File: src/rtl/core/lcc_pkg.sv
// Shared types, constants and helper functions of the Luhn card number check.
// No dependencies; every other file of the block imports this package.
`default_nettype none

package lcc_pkg;

   // payload widths
   localparam int CARD_WIDTH  = 54;
   localparam int COUNT_WIDTH = 5;
   localparam int SUM_WIDTH   = 8;
   localparam int DIGIT_WIDTH = 4;
   localparam int MOD_WIDTH   = 4;

   // binary to BCD conversion: 3 input bits per cycle, 18 BCD digits
   localparam int BITS_PER_STEP = 3;
   localparam int CONV_STEPS    = CARD_WIDTH / BITS_PER_STEP;
   localparam int BCD_DIGITS    = 18;
   localparam int BCD_WIDTH     = BCD_DIGITS * DIGIT_WIDTH;

   // digit scan: one pair of digits (plain, doubled) per cycle
   localparam int SCAN_STEPS       = BCD_DIGITS / 2;
   localparam int SCAN_INDEX_WIDTH = $clog2(SCAN_STEPS);
   localparam int STEP_CNT_WIDTH   = $clog2(CONV_STEPS);

   localparam int MAX_DIGITS     = 16;
   localparam int DECIMAL_BASE   = 10;
   localparam int VISA_LEAD      = 4;
   localparam int VISA_LEN_SHORT = 13;
   localparam int VISA_LEN_LONG  = 16;

   // controller to datapath commands
   typedef struct packed {
      logic                        load;
      logic                        conv_step;
      logic                        scan_step;
      logic [SCAN_INDEX_WIDTH-1:0] scan_index;
      logic                        capture;
   } lcc_cmd_type;

   typedef struct packed {
      logic [COUNT_WIDTH-1:0] digit_count;
      logic [SUM_WIDTH-1:0]   luhn_sum;
      logic                   luhn_valid;
      logic                   is_visa;
   } lcc_rsp_type;

   // doubled digit folded to a single digit (2d, minus 9 when above 9)
   function automatic logic [DIGIT_WIDTH-1:0] luhn_double(input logic [DIGIT_WIDTH-1:0] d);
      logic [DIGIT_WIDTH:0] p;
      p = {d, 1'b0};
      if (p > (DIGIT_WIDTH+1)'(DECIMAL_BASE - 1)) begin
         p = p - (DIGIT_WIDTH+1)'(DECIMAL_BASE - 1);
      end
      return p[DIGIT_WIDTH-1:0];
   endfunction

endpackage

`default_nettype wire

File: src/rtl/core/lcc_req_if.sv
// Request channel of the Luhn card number check: valid/ready plus card number.
// Depends on lcc_pkg for the payload width.
`default_nettype none

interface lcc_req_if import lcc_pkg::*; ();
   logic                  valid;
   logic                  ready;
   logic [CARD_WIDTH-1:0] card_number;

   modport source (output valid, output card_number, input ready);
   modport sink   (input valid, input card_number, output ready);
endinterface

`default_nettype wire

File: src/rtl/core/lcc_rsp_if.sv
// Response channel of the Luhn card number check: valid/ready plus result fields.
// Depends on lcc_pkg for the payload widths.
`default_nettype none

interface lcc_rsp_if import lcc_pkg::*; ();
   logic                   valid;
   logic                   ready;
   logic [COUNT_WIDTH-1:0] digit_count;
   logic [SUM_WIDTH-1:0]   luhn_sum;
   logic                   luhn_valid;
   logic                   is_visa;

   modport source (output valid, output digit_count, output luhn_sum,
                   output luhn_valid, output is_visa, input ready);
   modport sink   (input valid, input digit_count, input luhn_sum,
                   input luhn_valid, input is_visa, output ready);
endinterface

`default_nettype wire

File: src/rtl/core/lcc_ctrl.sv
// Controller of the Luhn card number check: sequences load, conversion, scan
// and response capture. Depends on lcc_pkg for the command struct and step counts.
`default_nettype none

module lcc_ctrl import lcc_pkg::*; (
   input  logic        clock,
   input  logic        reset,
   input  logic        req_valid,
   output logic        req_ready,
   input  logic        rsp_ready,
   output logic        rsp_valid,
   output lcc_cmd_type cmd
);

   typedef enum logic [3:0] {
      ST_IDLE   = 4'b0001,
      ST_CONV   = 4'b0010,
      ST_SCAN   = 4'b0100,
      ST_FINISH = 4'b1000
   } lcc_state_type;

   lcc_state_type             state_ff, state_in;
   logic [STEP_CNT_WIDTH-1:0] cnt_ff, cnt_in;
   logic                      rsp_valid_ff, rsp_valid_in;

   always_comb begin
      state_in      = state_ff;
      cnt_in        = cnt_ff;
      cmd.load      = 1'b0;
      cmd.conv_step = 1'b0;
      cmd.scan_step = 1'b0;
      cmd.capture   = 1'b0;
      cmd.scan_index = cnt_ff[SCAN_INDEX_WIDTH-1:0];
      case (state_ff)
         ST_IDLE: begin
            if (req_valid) begin
               cmd.load = 1'b1;
               cnt_in   = '0;
               state_in = ST_CONV;
            end
         end
         ST_CONV: begin
            cmd.conv_step = 1'b1;
            if (cnt_ff == STEP_CNT_WIDTH'(CONV_STEPS - 1)) begin
               cnt_in   = '0;
               state_in = ST_SCAN;
            end else begin
               cnt_in = cnt_ff + STEP_CNT_WIDTH'(1);
            end
         end
         ST_SCAN: begin
            cmd.scan_step = 1'b1;
            if (cnt_ff == STEP_CNT_WIDTH'(SCAN_STEPS - 1)) begin
               cnt_in   = '0;
               state_in = ST_FINISH;
            end else begin
               cnt_in = cnt_ff + STEP_CNT_WIDTH'(1);
            end
         end
         ST_FINISH: begin
            // wait for the response register to drain
            if (!rsp_valid_ff || rsp_ready) begin
               cmd.capture = 1'b1;
               state_in    = ST_IDLE;
            end
         end
         default: begin
            state_in = ST_IDLE;
            cnt_in   = '0;
         end
      endcase
   end

   always_comb begin
      if (cmd.capture) begin
         rsp_valid_in = 1'b1;
      end else if (rsp_ready) begin
         rsp_valid_in = 1'b0;
      end else begin
         rsp_valid_in = rsp_valid_ff;
      end
   end

   always_ff @(posedge clock) begin
      if (reset) begin
         state_ff     <= ST_IDLE;
         cnt_ff       <= '0;
         rsp_valid_ff <= 1'b0;
      end else begin
         state_ff     <= state_in;
         cnt_ff       <= cnt_in;
         rsp_valid_ff <= rsp_valid_in;
      end
   end

   assign req_ready = (state_ff == ST_IDLE);
   assign rsp_valid = rsp_valid_ff;

endmodule

`default_nettype wire

File: src/rtl/core/lcc_datapath.sv
// Datapath of the Luhn card number check: shift-add-3 BCD conversion, digit
// pair scan with running sums, and the response register. Depends on lcc_pkg.
`default_nettype none

module lcc_datapath import lcc_pkg::*; (
   input  logic                  clock,
   input  lcc_cmd_type           cmd,
   input  logic [CARD_WIDTH-1:0] card_number,
   output lcc_rsp_type           rsp
);

   logic [CARD_WIDTH-1:0]  bin_ff, bin_in;
   logic [BCD_WIDTH-1:0]   bcd_ff, bcd_in;
   logic [SUM_WIDTH-1:0]   sum_ff, sum_in;
   logic [MOD_WIDTH-1:0]   mod_ff, mod_in;
   logic [COUNT_WIDTH-1:0] count_ff, count_in;
   logic [DIGIT_WIDTH-1:0] lead_ff, lead_in;
   lcc_rsp_type            rsp_ff, rsp_in;

   logic [BCD_WIDTH-1:0]   bcd_conv;
   logic [CARD_WIDTH-1:0]  bin_conv;
   logic [DIGIT_WIDTH-1:0] d_plain, d_dbl;
   logic [DIGIT_WIDTH:0]   pair_sum;
   logic [DIGIT_WIDTH:0]   mod_sum;
   logic [COUNT_WIDTH-1:0] pos;
   logic                   sum_ok;

   // three shift-add-3 steps per cycle
   always_comb begin
      bcd_conv = bcd_ff;
      bin_conv = bin_ff;
      for (int s = 0; s < BITS_PER_STEP; s++) begin
         for (int k = 0; k < BCD_DIGITS; k++) begin
            if (bcd_conv[k*DIGIT_WIDTH +: DIGIT_WIDTH] >= DIGIT_WIDTH'(5)) begin
               bcd_conv[k*DIGIT_WIDTH +: DIGIT_WIDTH] =
                  bcd_conv[k*DIGIT_WIDTH +: DIGIT_WIDTH] + DIGIT_WIDTH'(3);
            end
         end
         bcd_conv = {bcd_conv[BCD_WIDTH-2:0], bin_conv[CARD_WIDTH-1]};
         bin_conv = {bin_conv[CARD_WIDTH-2:0], 1'b0};
      end
   end

   // low digit of the pair sits at an odd position and is added plain
   assign d_plain  = bcd_ff[DIGIT_WIDTH-1:0];
   assign d_dbl    = luhn_double(bcd_ff[2*DIGIT_WIDTH-1:DIGIT_WIDTH]);
   assign pair_sum = (DIGIT_WIDTH+1)'(d_plain) + (DIGIT_WIDTH+1)'(d_dbl);
   assign mod_sum  = (DIGIT_WIDTH+1)'(mod_ff) + pair_sum;
   assign pos      = {cmd.scan_index, 1'b0};

   always_comb begin
      bin_in   = bin_ff;
      bcd_in   = bcd_ff;
      sum_in   = sum_ff;
      mod_in   = mod_ff;
      count_in = count_ff;
      lead_in  = lead_ff;
      if (cmd.load) begin
         bin_in   = card_number;
         bcd_in   = '0;
         sum_in   = '0;
         mod_in   = '0;
         count_in = COUNT_WIDTH'(1);
         lead_in  = '0;
      end else if (cmd.conv_step) begin
         bin_in = bin_conv;
         bcd_in = bcd_conv;
      end else if (cmd.scan_step) begin
         bcd_in = {(2*DIGIT_WIDTH)'(0), bcd_ff[BCD_WIDTH-1:2*DIGIT_WIDTH]};
         sum_in = sum_ff + SUM_WIDTH'(pair_sum);
         // running remainder mod 10; input stays below 28
         if (mod_sum >= (DIGIT_WIDTH+1)'(2*DECIMAL_BASE)) begin
            mod_in = MOD_WIDTH'(mod_sum - (DIGIT_WIDTH+1)'(2*DECIMAL_BASE));
         end else if (mod_sum >= (DIGIT_WIDTH+1)'(DECIMAL_BASE)) begin
            mod_in = MOD_WIDTH'(mod_sum - (DIGIT_WIDTH+1)'(DECIMAL_BASE));
         end else begin
            mod_in = MOD_WIDTH'(mod_sum);
         end
         // highest nonzero digit so far sets length and leading digit
         if (bcd_ff[2*DIGIT_WIDTH-1:DIGIT_WIDTH] != '0) begin
            count_in = pos + COUNT_WIDTH'(2);
            lead_in  = bcd_ff[2*DIGIT_WIDTH-1:DIGIT_WIDTH];
         end else if (d_plain != '0) begin
            count_in = pos + COUNT_WIDTH'(1);
            lead_in  = d_plain;
         end
      end
   end

   assign sum_ok = (mod_ff == '0) && (count_ff <= COUNT_WIDTH'(MAX_DIGITS));

   always_comb begin
      rsp_in = rsp_ff;
      if (cmd.capture) begin
         rsp_in.digit_count = count_ff;
         rsp_in.luhn_sum    = sum_ff;
         rsp_in.luhn_valid  = sum_ok;
         rsp_in.is_visa     = sum_ok && (lead_ff == DIGIT_WIDTH'(VISA_LEAD)) &&
                              ((count_ff == COUNT_WIDTH'(VISA_LEN_SHORT)) ||
                               (count_ff == COUNT_WIDTH'(VISA_LEN_LONG)));
      end
   end

   always_ff @(posedge clock) begin
      bin_ff   <= bin_in;
      bcd_ff   <= bcd_in;
      sum_ff   <= sum_in;
      mod_ff   <= mod_in;
      count_ff <= count_in;
      lead_ff  <= lead_in;
      rsp_ff   <= rsp_in;
   end

   assign rsp = rsp_ff;

endmodule

`default_nettype wire

File: src/rtl/core/luhn_card_number_check.sv
// Luhn mod-10 card number check, top level: controller plus datapath.
// An accepted request is converted, scanned, then captured into the response register;
// binary to BCD conversion (3 bits per cycle) and digit scan (2 digits per cycle)
// set its time, and capture waits while the response register is still full.
// A new request is taken only once the previous one is captured, even while its response still waits on rsp_bus.
// Reset (synchronous, active high) clears the controller and response valid.
`default_nettype none

module luhn_card_number_check import lcc_pkg::*; (
   input  logic     clock,
   input  logic     reset,
   lcc_req_if.sink  req_bus,
   lcc_rsp_if.source rsp_bus
);

   lcc_cmd_type cmd;
   lcc_rsp_type rsp_data;

   // Sequencer: IDLE takes a request, CONV runs the shift-add-3 conversion,
   // SCAN walks digit pairs from the least significant end, FINISH loads
   // the response register once it is free.
   lcc_ctrl u_ctrl (
      .clock     (clock),
      .reset     (reset),
      .req_valid (req_bus.valid),
      .req_ready (req_bus.ready),
      .rsp_ready (rsp_bus.ready),
      .rsp_valid (rsp_bus.valid),
      .cmd       (cmd)
   );

   // Datapath: BCD conversion register, running Luhn sum, remainder mod 10,
   // digit count and leading digit, plus the response register.
   lcc_datapath u_datapath (
      .clock       (clock),
      .cmd         (cmd),
      .card_number (req_bus.card_number),
      .rsp         (rsp_data)
   );

   assign rsp_bus.digit_count = rsp_data.digit_count;
   assign rsp_bus.luhn_sum    = rsp_data.luhn_sum;
   assign rsp_bus.luhn_valid  = rsp_data.luhn_valid;
   assign rsp_bus.is_visa     = rsp_data.is_visa;

endmodule

`default_nettype wire
File: src/flat_wrapper.sv
// flat-port wrapper written by rule: the top's interface ports become plain ports
module luhn_card_number_check_flat import lcc_pkg::*;
  (clock, reset, req_bus_valid, req_bus_card_number, req_bus_ready, rsp_bus_valid, rsp_bus_digit_count, rsp_bus_luhn_sum, rsp_bus_luhn_valid, rsp_bus_is_visa, rsp_bus_ready);
  lcc_req_if req_bus_i ();
  lcc_rsp_if rsp_bus_i ();
  input  logic clock;
  input  logic reset;
  input wire logic [$bits(req_bus_i.valid)-1:0] req_bus_valid;
  input wire logic [$bits(req_bus_i.card_number)-1:0] req_bus_card_number;
  output wire logic [$bits(req_bus_i.ready)-1:0] req_bus_ready;
  output wire logic [$bits(rsp_bus_i.valid)-1:0] rsp_bus_valid;
  output wire logic [$bits(rsp_bus_i.digit_count)-1:0] rsp_bus_digit_count;
  output wire logic [$bits(rsp_bus_i.luhn_sum)-1:0] rsp_bus_luhn_sum;
  output wire logic [$bits(rsp_bus_i.luhn_valid)-1:0] rsp_bus_luhn_valid;
  output wire logic [$bits(rsp_bus_i.is_visa)-1:0] rsp_bus_is_visa;
  input wire logic [$bits(rsp_bus_i.ready)-1:0] rsp_bus_ready;
  assign req_bus_i.valid = req_bus_valid;
  assign req_bus_i.card_number = req_bus_card_number;
  assign req_bus_ready = req_bus_i.ready;
  assign rsp_bus_valid = rsp_bus_i.valid;
  assign rsp_bus_digit_count = rsp_bus_i.digit_count;
  assign rsp_bus_luhn_sum = rsp_bus_i.luhn_sum;
  assign rsp_bus_luhn_valid = rsp_bus_i.luhn_valid;
  assign rsp_bus_is_visa = rsp_bus_i.is_visa;
  assign rsp_bus_i.ready = rsp_bus_ready;
  luhn_card_number_check u_core (.clock(clock), .reset(reset), .req_bus(req_bus_i), .rsp_bus(rsp_bus_i));
endmodule
File: config.mk
export PLATFORM = sky130hd
export DESIGN_NAME = luhn_card_number_check_flat
export DESIGN_NICKNAME = d
export VERILOG_FILES = /design/src/rtl/core/lcc_pkg.sv /design/src/rtl/core/lcc_req_if.sv /design/src/rtl/core/lcc_rsp_if.sv /design/src/rtl/core/lcc_ctrl.sv /design/src/rtl/core/lcc_datapath.sv /design/src/rtl/core/luhn_card_number_check.sv /design/src/flat_wrapper.sv
export SDC_FILE = /design/constraint.sdc
export NUM_CORES = 1
export LEC_CHECK = 0
export ABC_AREA = 1
export BUFFER_PORTS_ARGS = -buffer_cell sky130_fd_sc_hd__clkbuf_2
export CORE_ASPECT_RATIO = 1.4
export CORE_UTILIZATION = 35
export CTS_CLUSTER_DIAMETER = 80
export DETAILED_ROUTE_END_ITERATION = 10
export GPL_TIMING_DRIVEN = 0
export HOLD_SLACK_MARGIN = 0.1
export PLACE_DENSITY = 0.53
export SYNTH_ARGS = -nofsm -noshare
export SYNTH_HDL_FRONTEND = slang
export SYNTH_SLANG_ARGS = --single-unit
export TNS_END_PERCENT = 50
File: constraint.sdc
create_clock -name clock -period 3.1 [get_ports clock]
set_input_delay 0.465 -clock clock [delete_from_list [all_inputs] [get_ports clock]]
set_output_delay 0.465 -clock clock [all_outputs]
set_load 0.02 [all_outputs]
---- Yosys cells after proc, flatten, opt, wreduce, memory -nomap -nowiden ----
Index checks and enable logic that the tools add are counted.
Widths: inputs -> output; s select.
word-level totals
  flip-flop bits (word level) ............. 172
  bits of input ports ..................... 58
  output and inout bits ................... 17
  logic and storage cells ................. 248
cells by class
  add/sub/neg operators ................... 63
  order comparisons ....................... 58
  equality and inequality tests ........... 13
  muxes and demuxes ....................... 82
  bitwise gates (word level) .............. 2
  reduce and logical (&&, ||, !) cells .... 17
operators by type and width
  kind                 number
  $mux 4               60
  $ge 4x3->1 const B   54
  $add 4x2->4 const B  51
  $mux 72              2
  $mux 54              2
  $mux 5               5
  $pmux 5 s4           1
  $pmux 4 s4           1
  $add 5x1->5 const B  2
  $eq 5x4->1 const B   2
  $eq 5x5->1 const B   2
  $add 3x2->3 const B  3
  $mux 3               3
  $add 8x5->8          1
  $eq 4x3->1 const B   2
  $mux 1               8
  $ne 2x2->1 const B   4
  $reduce_bool 2->1    4
  $reduce_bool 4->1    2
  $sub 4x4->4 const B  2
  $add 4x4->5          1
  $add 4x5->5          1
  $add 5x2->5 const B  1
  $ge 5x4->1 const B   1
  other kinds (15)     20

---- Depth between registers and ports, before layout ----
  depth in word-level cells ............... 7
  gate-level depth with buffers ........... 26
  depth with buffers taken out ............ 26

---- Cells and area by module ----
Synthesis repeated with hierarchy kept, for this count alone.
second synthesis, totals
  cell total of the unflattened synthesis .. 2111
  area total of the unflattened synthesis .. 14020.9 µm²
modules (own cells, without submodules)
  module        instances  cells each  area each (µm²)  seq. area each (µm²)
  lcc_datapath  1          2006        13327.8          3933.8
  lcc_ctrl      1          105         693.2            200.2

---- Worst setup path after synthesis ----
Ideal clock, no wire load.
  kind .................................... reg2reg
  start point ............................. reg u_core.u_datapath.bcd_ff[4]
  end point ............................... reg u_core.u_datapath.mod_ff[1]
  library setup time ...................... 114 ps
  arrival time ............................ 3344 ps
  data required time ...................... 2986 ps
  path slack .............................. -358 ps
  stages on the path, launching flop included .. 18
  buffers on the path ..................... 0
  clock period less this slack ............ 3458 ps
  path through ............................ dfxtp_1 -> inv_1 -> ha_1 -> inv_1 -> nand2_2 -> nand2_1 -> xor2_1 -> fa_1 -> fa_1 -> xnor2_1 -> inv_1 -> ha_1 -> a21oi_1 -> nand2_1 -> nand2_1 -> a21oi_1 -> o21bai_1 -> inv_1
on the way
  longest elaborated chain between the ends .. 7
  elaborated cells between the ends (all ways) .. 11
ends and longest elaborated chain
  item                                              line                                    RTL
  from (decl)                                       lcc_datapath.sv:13                      logic [BCD_WIDTH-1:0] bcd_ff, bcd_in;
  from (signal assigned)                            lcc_datapath.sv:106                     bcd_ff <= bcd_in;
  $sub 4x4->4 / $gt 5x4->1 (equally long branches)  lcc_pkg.sv:52, lcc_pkg.sv:51
  $mux 4 (*)                                        lcc_pkg.sv:51                           if (p > (DIGIT_WIDTH+1)'(DECIMAL_BASE - 1)) begin
  $add 4x4->5 (*)                                   lcc_datapath.sv:47                      assign pair_sum = (DIGIT_WIDTH+1)'(d_plain) + (DIGIT_WIDTH+1)'(d_dbl);
  $add 4x5->5 (*)                                   lcc_datapath.sv:48                      assign mod_sum = (DIGIT_WIDTH+1)'(mod_ff) + pair_sum;
  $sub 4x4->4 / $ge 5x4->1 (equally long branches)  lcc_datapath.sv:75, lcc_datapath.sv:74
  $mux 4                                            lcc_datapath.sv:74                      end else if (mod_sum >= (DIGIT_WIDTH+1)'(DECIMAL_BASE)) begin
  $mux 4 (*)                                        lcc_datapath.sv:72                      if (mod_sum >= (DIGIT_WIDTH+1)'(2*DECIMAL_BASE)) begin
  to (signal assigned)                              lcc_datapath.sv:108                     mod_ff <= mod_in;
  to (decl)                                         lcc_datapath.sv:15                      logic [MOD_WIDTH-1:0] mod_ff, mod_in;
Every way passes the cells marked *; elsewhere a longest branch is shown, timed or not.
A chain may end at the register's enable or synchronous reset.

---- Worst setup path after layout ----
  start point ............................. reg u_core.u_datapath.bcd_ff[4]
  end point ............................... reg u_core.u_datapath.mod_ff[3]
Same word-level chain as after synthesis.

==> flow_summary.ini <==
[outcome]
status = finished, violations left
failed_checks = setup timing

[global_route]
groute.usage.overall_pct = 19.8
grt_max_degree = 55
antenna_found_initial = 0
overflow = 0
grt_pass1_wl_um = 62700
grt_pass1_vias = 12900

[sta]
finalHoldViolations = 0
period_needed_ns = 3.13
setup_ws_ns = -0.0302
fin_skew_ns = 0.0116
max-slew-margin-rel_pct = 32.5
finalSetupViolCount = 1
slew_violations = 0
worstMarginPinSlew_ns = 1.01
setup_tns_ns = -0.0302
rsz0062_at_grt = yes
timing.final.crit_share_pct = 101
fmax_mhz = 319

[yosys]
synthMuxAreaShare_pct = 0
async_flop_share_pct = 0
yosysWarnings = 0
avgSynthCellArea_sq_um = 6.74
synth_area_leaders = nand2_1 (18%), edfxtp_1 (15%), dfxtp_1 (15%)
synth-seq-cells = 172
synth-simple-area-share_pct = 30.7
synth_xor_area_share_pct = 2.26
syn_area_sq_um = 13500
synth_top_area_share_pct = 18.3
ys_seq_area_share_pct = 30.5
ys_types = 44
synth_compound_area_share_pct = 14.5
synth_top_family_by_area = simple AND/OR/NAND/NOR gates
syn_nets = 2201
synthCells = 2010
synthFlopType = dfxtp_1
synth_edf_count = 69
yosysTopAreaCell = nand2_1
synth_adder_area_share_pct = 12.5

[placed_design]
globalplace.congestion = 0.826
io_buffers = 73
dp_hpwl_um = 29800
pre_cts_slack_ns = -0.513

[power_and_ir_drop]
p_switching_mw = 4.96
p_per_area_nw_per_um2 = 657
clkPwrFrac_pct = 19.8
pwr-share-comb_pct = 51.8
switching_share_pct = 44.0
power_frac_seq_pct = 28.3
vdd_drop_max_v = 0.000431
leakage_nw = 8.39
internal_power_mw = 6.30

[critical_path]
slowest_delay_ns = 0.35
critical_path.top_delay_family = compound AO/OA/AOI/OAI gates
cpMaxStageDelayCell = dfxtp_4
path_cells = inv_4 > ha_4 > inv_4 > nand2_4 > nand2_8 > o21ai_4 > ha_4 > a21oi_2 > nand2_2 > xor2_2 > ha_1 > inv_2 > o21bai_1 > a31oi_1 > xor2_1 > buf_4 > buf_6 > buf_6 > nand2_2 > o211ai_1 > a21oi_1
critPathMaxFanout = 4
path_class = flip-flop to flip-flop
required_ns = 3.41
r2r_start = u_core.u_datapath.bcd_ff[4]
crit_path_start_kind = flip-flop
r2r_end = u_core.u_datapath.mod_ff[3]
rr_worst_depth = 21
path_buf_inv = 6
worst_ep_arrival_time_ns = 3.44
end_kind = flip-flop
r2r_slack_ns = -0.03
crit_path_end = u_core.u_datapath.mod_ff[3]
cp_num_cells = 21
cp-startpoint = u_core.u_datapath.bcd_ff[4]

[floorplan]
die_width_um = 168
die-area_sq_um = 39500
dieHeight_um = 235
rows = 84
pin_count = 75
core_sq_um = 37800
start_util_pct = 35.8

[clock_network]
cts_buffers = 17
clkTransAtPathRegs_ns = 0.07
clk_latency_ns = 0.45
cts_root_buf = clkbuf_16
htreeDepth = 4
cts_tree = built
cts_hold_buf = 0
cts.sinks = 172
clockBufferDepth = 2

[routing]
detailedRoute.firstIterationViolations = 575
met1_length_um = 16600
via_per_inst = 5.05
route.detailed.drc = 0
wirelength_um = 40100
vias = 13500
wire_per_inst_um = 15.0
wl_met2_um = 21000
ant_nets = 0
dr_wl_met3_um = 1470
drt_pass1_iterations = 5
routed.top_layer = met4

[final_layout]
final_common_cell = nand2_1
final_util_pct = 45.3
area_growth_pct = 26.6
layout_common_cells = nand2_1 (574), inv_1 (231), nand3_1 (148)
nets = 2375
multiInputGateArea_sq_um = 9380
fill_cells = 3920
diodes = 0
seq_area_sq_um = 4210
drive_gt1_share_pct = 25.0

[flow_run]
cap_violations = 0

[worst_hold_path]
hold_class = input port to flip-flop
per-layer routing:
layer / vias up / track usage, %
met5: - / 0
met4: 0 / 7.44
met3: 62 / 3.32
met2: 227 / 36.7
met1: 6306 / 22.4
li1: 6889 / -
power by group through the flow:
stage | clock network (mW) | registers, mW | logic [mW]
after CTS | 2.26 | 3.15 | 4.92
after detailed placement | 0 | 3.19 | 4.71
after global routing | 2.34 | 3.24 | 6.65
final | 2.23 | 3.19 | 5.84
after floorplan | 0 | 3.08 | 3.67
after global placement | 0 | 3.18 | 4.57
cell type report:
cell class / instances / area share, %
buffer: 50 / 1.23
clock inverter: 12 / 0.810
timing repair buffer: 155 / 5.98
tap: 473 / 3.45
sequential: 172 / 24.6
multi-input combinational: 1499 / 54.7
clock buffer: 20 / 2.66
inverter: 289 / 6.59
timing repair:
action,in CTS,in global routing
resized for setup,89,308
buffers inserted,20,62
endpoints found under the setup margin,95,125
pin swaps,27,95
cells by family (layout without fill, tap and decap cells):
family	count (synthesis)	count (layout)
XOR/XNOR	29	29
AND/OR/NAND/NOR	987	987
AO/OA/AOI/OAI	350	350
adder cells (fa/ha/maj)	133	133
flip-flops	172	172
buffers and inverters	339	526
per-stage QoR:
stage               cell area (sq um)  hold slack [ns]  instances  total power [mW]
floorplan                       13600            0.408       2010              6.75
detailed placement              14500            0.422       2556              7.90
finish                          17100            0.285       2670              11.3
global placement                14500            0.427       2556              7.75
CTS                             15600            0.274       2608              10.3
global route                    17100            0.276       2670              12.2
cell usage after synthesis, types with 16 or more instances:
cell type / n
a21oi_1: 116
clkbuf_1: 27
dfxtp_1: 103
edfxtp_1: 69
ha_1: 130
inv_1: 283
nand2_1: 660
nand3_1: 168
nor2_1: 83
nor3_1: 16
o211ai_1: 30
o21ai_0: 117
o21ai_1: 19
o22ai_1: 25
xor2_1: 19
how the worst min path moves through the flow:
stage	startpoint	to	slack, ns	depth (start not counted)
after detailed placement	u_core.u_datapath.sum_ff[7]	u_core.u_datapath.rsp[9]	0.42	0
after global routing	req_bus_card_number[21]	u_core.u_datapath.bin_ff[21]	0.28	3
after global placement	u_core.u_datapath.sum_ff[7]	u_core.u_datapath.rsp[9]	0.43	0
final	req_bus_card_number[52]	u_core.u_datapath.bin_ff[52]	0.29	3
after CTS	req_bus_card_number[11]	u_core.u_datapath.bin_ff[11]	0.27	3
after floorplan	u_core.u_datapath.sum_ff[7]	u_core.u_datapath.rsp[9]	0.41	0
state kept, by name, indices dropped and copies added, names as in the netlist:
register                    cells
u_core.u_datapath.lead_ff       4
u_core.u_datapath.rsp          15
u_core.u_datapath.bin_ff       54
u_core.u_datapath.sum_ff        8
u_core.u_ctrl.state_ff          4
u_core.u_ctrl.cnt_ff            5
u_core.u_ctrl.rsp_valid         1
u_core.u_datapath.bcd_ff       72
u_core.u_datapath.mod_ff        4
u_core.u_datapath.count_ff      5
worst reg2reg max path, delay by kind of cell (launching register included):
family / cells / cell delay, ns
AOI/OAI and AO/OA: 6 / 0.69
xor gates and xnor gates: 2 / 0.49
adders and majority gates: 3 / 0.68
buffers and inverters: 6 / 0.50
DFF: 1 / 0.35
and+or+nand+nor: 4 / 0.27
Power figures use the tool's default switching activity.
